--- src/rtl/core/bblc_pkg.sv ---
// bblc_pkg: shared widths, command codes and controller/datapath structs
// for the byte budget lru cache core. no dependencies.
package bblc_pkg;
  localparam int Entries   = 32;
  localparam int KeyBits   = 64;
  localparam int SizeBits  = 32;
  localparam int IdxW      = $clog2(Entries);
  localparam int CntW      = $clog2(Entries + 1);
  localparam int BudgetW   = 40;
  localparam int TotalW    = 38;
  localparam int TotOutW   = 37;
  localparam int CmdW      = 3;
  localparam logic [BudgetW-1:0] BudgetReset = 40'd1073741824;

  localparam logic [CmdW-1:0] CmdStore  = 3'd0;
  localparam logic [CmdW-1:0] CmdLoad   = 3'd1;
  localparam logic [CmdW-1:0] CmdLookup = 3'd2;
  localparam logic [CmdW-1:0] CmdEvict  = 3'd3;
  localparam logic [CmdW-1:0] CmdClear  = 3'd4;

  typedef struct packed {
    logic [CmdW-1:0]     command;
    logic [KeyBits-1:0]  block_key;
    logic [SizeBits-1:0] block_bytes;
  } req_t;

  typedef struct packed {
    logic               evicted;
    logic [KeyBits-1:0] evicted_key;
    logic               hit;
    logic [TotOutW-1:0] total_bytes;
    logic [5:0]         entry_count;
    logic               last;
  } rsp_t;

  // controller to datapath
  typedef struct packed {
    logic load_req;   // capture request, start scan
    logic scan_step;  // compare one entry
    logic drop_hit;   // remove matched entry
    logic touch_hit;  // make matched entry newest
    logic clear_all;
    logic evict_step; // remove least recent entry
    logic insert;
    logic emit_evict;
    logic emit_final;
  } cmd_t;

  // datapath to controller
  typedef struct packed {
    logic               scan_done;
    logic               found;
    logic               need_evict;
    logic [CmdW-1:0]    command;
  } stat_t;
endpackage

--- src/rtl/core/bblc_ctrl.sv ---
// bblc_ctrl: command sequencer of the cache core.
// depends on bblc_pkg.
module bblc_ctrl (
  input  logic           clk_i,
  input  logic           rst_ni,
  input  logic           in_valid_i,
  output logic           in_ready_o,
  input  logic           out_busy_i,
  input  bblc_pkg::stat_t stat_i,
  output bblc_pkg::cmd_t  cmd_o
);
  import bblc_pkg::*;

  typedef enum logic [5:0] {
    StIdle  = 6'b000001,
    StScan  = 6'b000010,
    StAct   = 6'b000100,
    StEvict = 6'b001000,
    StIns   = 6'b010000,
    StFin   = 6'b100000
  } state_e;

  state_e state_q, state_d;

  always_comb begin
    state_d = state_q;
    cmd_o = '0;
    in_ready_o = 1'b0;
    unique case (state_q)
      StIdle: begin
        in_ready_o = 1'b1;
        if (in_valid_i) begin
          cmd_o.load_req = 1'b1;
          state_d = StScan;
        end
      end
      StScan: begin
        cmd_o.scan_step = 1'b1;
        if (stat_i.scan_done) state_d = StAct;
      end
      StAct: begin
        state_d = StFin;
        case (stat_i.command)
          CmdStore: begin
            cmd_o.drop_hit = stat_i.found;
            state_d = StEvict;
          end
          CmdLoad:  cmd_o.touch_hit = stat_i.found;
          CmdEvict: cmd_o.drop_hit = stat_i.found;
          CmdClear: cmd_o.clear_all = 1'b1;
          default: ;
        endcase
      end
      StEvict: begin
        if (!out_busy_i) begin
          if (stat_i.need_evict) begin
            cmd_o.evict_step = 1'b1;
            cmd_o.emit_evict = 1'b1;
          end else begin
            cmd_o.insert = 1'b1;
            state_d = StIns;
          end
        end
      end
      StIns: state_d = StFin;
      StFin: begin
        if (!out_busy_i) begin
          cmd_o.emit_final = 1'b1;
          state_d = StIdle;
        end
      end
      default: state_d = StIdle;
    endcase
  end

  always_ff @(posedge clk_i or negedge rst_ni) begin
    if (!rst_ni) state_q <= StIdle;
    else state_q <= state_d;
  end
endmodule

--- config.mk ---
export PLATFORM = sky130hd
export DESIGN_NAME = bblc_ctrl
export DESIGN_NICKNAME = d
export VERILOG_FILES = /design/src/rtl/core/bblc_pkg.sv /design/src/rtl/core/bblc_ctrl.sv
export SDC_FILE = /design/constraint.sdc
export NUM_CORES = 1
export LEC_CHECK = 0
export ABC_CLOCK_PERIOD_IN_PS = 1600
export BUFFER_PORTS_ARGS = -buffer_cell sky130_fd_sc_hd__buf_2
export CAP_MARGIN = 40
export CORE_UTILIZATION = 33
export DETAILED_ROUTE_END_ITERATION = 6
export SYNTH_ARGS = -nofsm -noshare
export SYNTH_HDL_FRONTEND = slang
export SYNTH_SLANG_ARGS = --single-unit
--- constraint.sdc ---
create_clock -name clk_i -period 1.6 [get_ports clk_i]
set_input_delay 0.24 -clock clk_i [delete_from_list [all_inputs] [get_ports clk_i]]
set_output_delay 0.24 -clock clk_i [all_outputs]
set_load 0.01 [all_outputs]
### After elaboration in Yosys (flattened, before gate mapping)

Index checks and enable logic that the tools add are counted.

| word-level totals | value |
|---|---|
| bits in registers | 6 |
| bits of input ports | 10 |

| cells by class | value |
|---|---|
| equality and inequality tests | 14 |
| mux-type cells | 21 |
| reduce and logical (&&, ||, !) cells | 3 |

Operators with widths:

| cell | count |
|---|---|
| $mux 6 | 6 |
| $pmux 6 s6 | 1 |
| $mux 1 | 11 |
| $ne 2x2->1 const B | 5 |
| $mux 3 | 3 |
| $eq 6x1->1 const B | 1 |
| $eq 6x2->1 const B | 1 |
| $eq 6x3->1 const B | 1 |
| $eq 6x4->1 const B | 1 |
| $eq 6x5->1 const B | 1 |
| $eq 6x6->1 const B | 1 |
| $reduce_and 5->1 | 1 |
| $eq 3x1->1 const B | 1 |
| $eq 3x2->1 const B | 1 |
| $eq 3x3->1 const B | 1 |
| $logic_not 3->1 | 1 |
| $reduce_or 2->1 | 1 |

### Depth between registers and ports, before layout

| depth | value |
|---|---|
| word-level depth | 4 |
| depth in mapped cells | 5 |
| gate-level depth less buffers | 4 |

### Worst setup path after synthesis

Ideal clock, no wire load.

| timing path | value |
|---|---|
| path type | register -> output |
| start | register state_q[2] |
| end | output port cmd_o[8] (netlist name) |
| data arrival time | 1572 ps |
| data required time | 1360 ps |
| setup slack | -212 ps |
| cell stages (with the launch flop) | 4 |
| cell sequence | dfrtp_1 or4_4 nor3b_1 and2_1 |

RTL lines:

| what | RTL line | source |
|---|---|---|
| start, declared | bblc_ctrl.sv:23 | `state_e state_q, state_d;` |
| start signal, assigned | bblc_ctrl.sv:77 | `if (!rst_ni) state_q <= StIdle;` |
| start signal, assigned | bblc_ctrl.sv:78 | `else state_q <= state_d;` |
| end, declared | bblc_ctrl.sv:10 | `output bblc_pkg::cmd_t cmd_o` |

==> Flow_metrics.wiki <==
{| class="wikitable"
! Metric !! Value
|-
| Register bit count reported by yosys || 6
|-
| Placement-stage cell area || 666 um^2
|-
| FILL cells || 101
|-
| Ant diodes || 0
|-
| Final core utilization || 64.5%
|-
| Count of final max-slew check failures || 0
|-
| Required time at the endpoint of the critical path || 1.36 ns
|-
| Largest net degree at the start of global routing || 8
|-
| Proportion of power drawn by combinational gates || 67.1%
|-
| Flip-flop count of the largest register after layout || 6
|-
| Final Hold Vio Count || 0
|-
| Leakage power figure || 0.401 nW
|-
| Die height || around 40 um
|-
| Post-Synthesis Mean Instance Area || 8.53 um^2
|-
| Largest vdd supply drop || between 500 and 600 uV
|-
| Total Routed Length || 1.31 mm
|-
| Top flop regs || state_q (6)
|-
| Final setup violation count || 14
|-
| Root buffer selected by CTS || sky130_fd_sc_hd__clkbuf_4
|-
| Clock-pin slew of the registers on the worst-case setup and hold paths || 0.05 ns
|-
| Overall power of the completed layout || about 1.1 mW
|-
| Number of cells in the finished layout apart from fillers || 108
|-
| Category of the worst setup path capture point || output pin
|-
| H-tree depth reported by CTS || 1
|-
| Clock network fraction of total power || 13.5%
|-
| DR WL/cell || 12.1 um
|-
| Horizontal die dimension || 39.7 um
|-
| Maximum clock skew at final layout || slightly above 0.0009 ns
|-
| Highest clock rate || slightly above 0.5 GHz
|-
| Sink count of the clock tree || 6
|-
| Class of the worst hold path || primary input to register
|-
| Routed via count divided by cell count || 5.03
|-
| Pre-Repair DR Iteration Count || 3
|-
| Post-synthesis instance total || 55
|-
| Switching share of power || 38.8%
|-
| Final antenna-violating net count || 0
|-
| Violations in the final reports || negative setup slack
|-
| Area growth from synthesis to final layout || 81.1%
|-
| Most flops, register || state_q
|-
| First-pass GRT wire length || 1.85 mm
|-
| Starting utilization of the core area || 35.6%
|-
| Number of warnings printed during yosys synthesis || 0
|-
| Sequential cell area fraction in the yosys report || 32.3%
|-
| Worst setup path category || register to output pin
|-
| Area of all placed cells without fillers || about 850 um^2
|-
| Layout cells sized above 1 || between 60% and 70%
|-
| Arrival @ worst endpoint || 1.75 ns
|-
| Max Fanout on Critical Path || 3
|-
| Internal || 0.702 mW
|-
| P_sw || 0.446 mW
|-
| Clock tree buffer depth || 2
|-
| Number of violations of the max-capacitance limit || 0
|-
| Status || complete, but fails checks
|-
| Final critical-path setup slack || -0.388 ns
|-
| Last weighted congestion value of the routability-driven placer || around 0.77
|-
| Area of the mapped netlist || roughly 470 um^2
|-
| Slew @ Worst Pin || 0.232 ns
|-
| Post-Place Setup Slack || -0.133 ns
|-
| Worst slew margin || 84.5%
|-
| Row Count || 13
|-
| Unrepaired setup endpoints after global routing || yes
|-
| Total power per unit cell area || roughly 1400 nW/um^2
|-
| Number of vias in the routed layout || 543
|-
| DRC viols || 0
|-
| Count of input and output buffers || 19
|-
| Synthesized netlist net count || 65
|-
| CTS tree || yes
|-
| Number of DRC violations after detailed-routing iteration 0 || 7
|-
| NumNets Final || 104
|-
| Placed instance count || 94
|-
| HPWL after detailed placement || 870 um
|-
| Sequential share of power || 19.4%
|-
| Number of buffers created by CTS || 3
|-
| GRT Overall Usage || 18.1%
|-
| Critical path launch point type || register
|-
| Vias in the first global route || 472
|-
| Portion of the clock cycle consumed by the worst path in the final layout || 124%
|-
| Ports || 20
|-
| Clock network latency to the later pin of the worst-skew pair || approximately 0.24 ns
|-
| Core ar. || 1320 um^2
|-
| Antenna violations before repair || 0
|-
| Distinct cells, synth || 29
|-
| Overall die area || 1580 um^2
|-
| Final Critical Period || 1.99 ns
|-
| Total congestion overflow after global routing || 0
|}
## stage by stage
step	hold WS (ns)	TNS, ns
3_5_place_dp	0.0714	-0.379
5_1_grt	0.210	-3.48
6_report	0.195	-2.62
3_3_place_gp	0.0731	-0.338
4_1_cts	0.188	-2.05
2_1_floorplan	-0.0556	-0.580
## cell type report
| class | instances | area (um^2) | share of cell area (%) |
|---|---|---|---|
| inverter | 3 | 11.3 | 1.33 |
| sequential | 6 | 151 | 17.8 |
| timing repair buffer | 37 | 250 | 29.5 |
| clock buffer | 4 | 26.3 | 3.09 |
| multi-input combinational | 43 | 392 | 46.1 |
| tap | 15 | 18.8 | 2.21 |
## cells in the mapped netlist, drive strengths merged
| cell | n | share of area, % |
|---|---|---|
| nor2b | 1 | 1.3 |
| nor4b | 2 | 3.7 |
| and2 | 2 | 2.7 |
| o21ai | 2 | 2.1 |
| or3b | 1 | 2.4 |
| xor2 | 2 | 3.7 |
| nand3b | 2 | 3.2 |
| o22a | 1 | 2.1 |
| o22ai | 1 | 1.3 |
| clkbuf | 1 | 0.80 |
| o221ai | 1 | 3.2 |
| buf | 2 | 3.2 |
| nor4 | 4 | 5.3 |
| a31oi | 1 | 1.3 |
| or4b | 1 | 2.9 |
| inv | 3 | 2.4 |
| nand2 | 4 | 3.2 |
| or4 | 1 | 2.4 |
| a22o | 1 | 1.9 |
| dfrtp | 5 | 27 |
| nor3 | 3 | 3.2 |
| o21bai | 1 | 1.6 |
| nor2 | 7 | 5.6 |
| o211ai | 1 | 1.6 |
| nand3 | 1 | 1.1 |
| nor3b | 1 | 1.6 |
| mux2i | 1 | 2.1 |
| or2b | 1 | 1.6 |
| dfstp | 1 | 5.6 |
## what timing repair did
item | in CTS | in global routing
hold buffers | 1 | 0
buffers inserted | 4 | 5
endpoints found under the setup margin | 12 | 14
resized for setup | 11 | 7
endpoints found under the hold margin | 5 | 0
pin swaps | 5 | 8
## per-layer routing
metal | wire length [um] | vias to the layer above | GRT usage, %
li1 | - | 278 | -
met1 | 615 | 249 | 19.7
met2 | 642 | 14 | 32.0
met3 | 33 | 2 | 1.70
met4 | 19 | 0 | 12.9
met5 | 0 | - | 0
## cells in the final DEF, fill, tap and decap left out, drive strengths merged, types with 2 or more instances in the layout
| cell type | count |
|---|---|
| nand2 | 4 |
| buf | 36 |
| nor2 | 7 |
| and2 | 2 |
| nor4b | 2 |
| nor4 | 4 |
| nor3 | 3 |
| nand3b | 2 |
| dfrtp | 5 |
| o21ai | 2 |
| inv | 3 |
| xor2 | 2 |
| clkbuf | 4 |
## power groups by stage
stage / Combinational, mW / Sequential, mW / Clock (mW)
2_1_floorplan: 0.319 / 0.247 / 0
3_3_place_gp: 0.513 / 0.221 / 0
3_5_place_dp: 0.511 / 0.219 / 0
4_1_cts: 0.674 / 0.222 / 0.158
5_1_grt: 0.834 / 0.224 / 0.160
6_report: 0.770 / 0.223 / 0.155
## final timing paths
path | cells past startpoint | endpoint | start | slack [ns]
worst max-delay path | 4 | cmd_o[7] | state_q[3] | -0.39
worst min register to register | 3 | state_q[0] | state_q[5] | 0.69
worst max register to register | 5 | state_q[3] | state_q[3] | -0.27
max in group asynchronous | 2 | state_q[0] | rst_ni | 1.02
worst min-delay path | 2 | state_q[4] | stat_i[3] | 0.19
min in group asynchronous | 2 | state_q[2] | rst_ni | 0.36
## worst max-delay path, cell delays in order, from the launching register on
cell	delay (ns)
sky130_fd_sc_hd__dfrtp_1	0.38
sky130_fd_sc_hd__or4_4	0.56
sky130_fd_sc_hd__or3b_4	0.40
sky130_fd_sc_hd__inv_2	0.07
sky130_fd_sc_hd__buf_6	0.09
## cell families (layout without fill, tap and decap cells)
| group | count (synthesis) | count (layout) | synth area share, % |
|---|---|---|---|
| mux | 1 | 1 | 2.13 |
| xor+xnor | 2 | 2 | 3.73 |
| simple gates | 31 | 31 | 40.3 |
| buf+inv | 6 | 44 | 6.40 |
| flops | 6 | 6 | 32.3 |
| compound gates | 9 | 9 | 15.2 |
No activity file was read; power rests on OpenSTA's default activity.
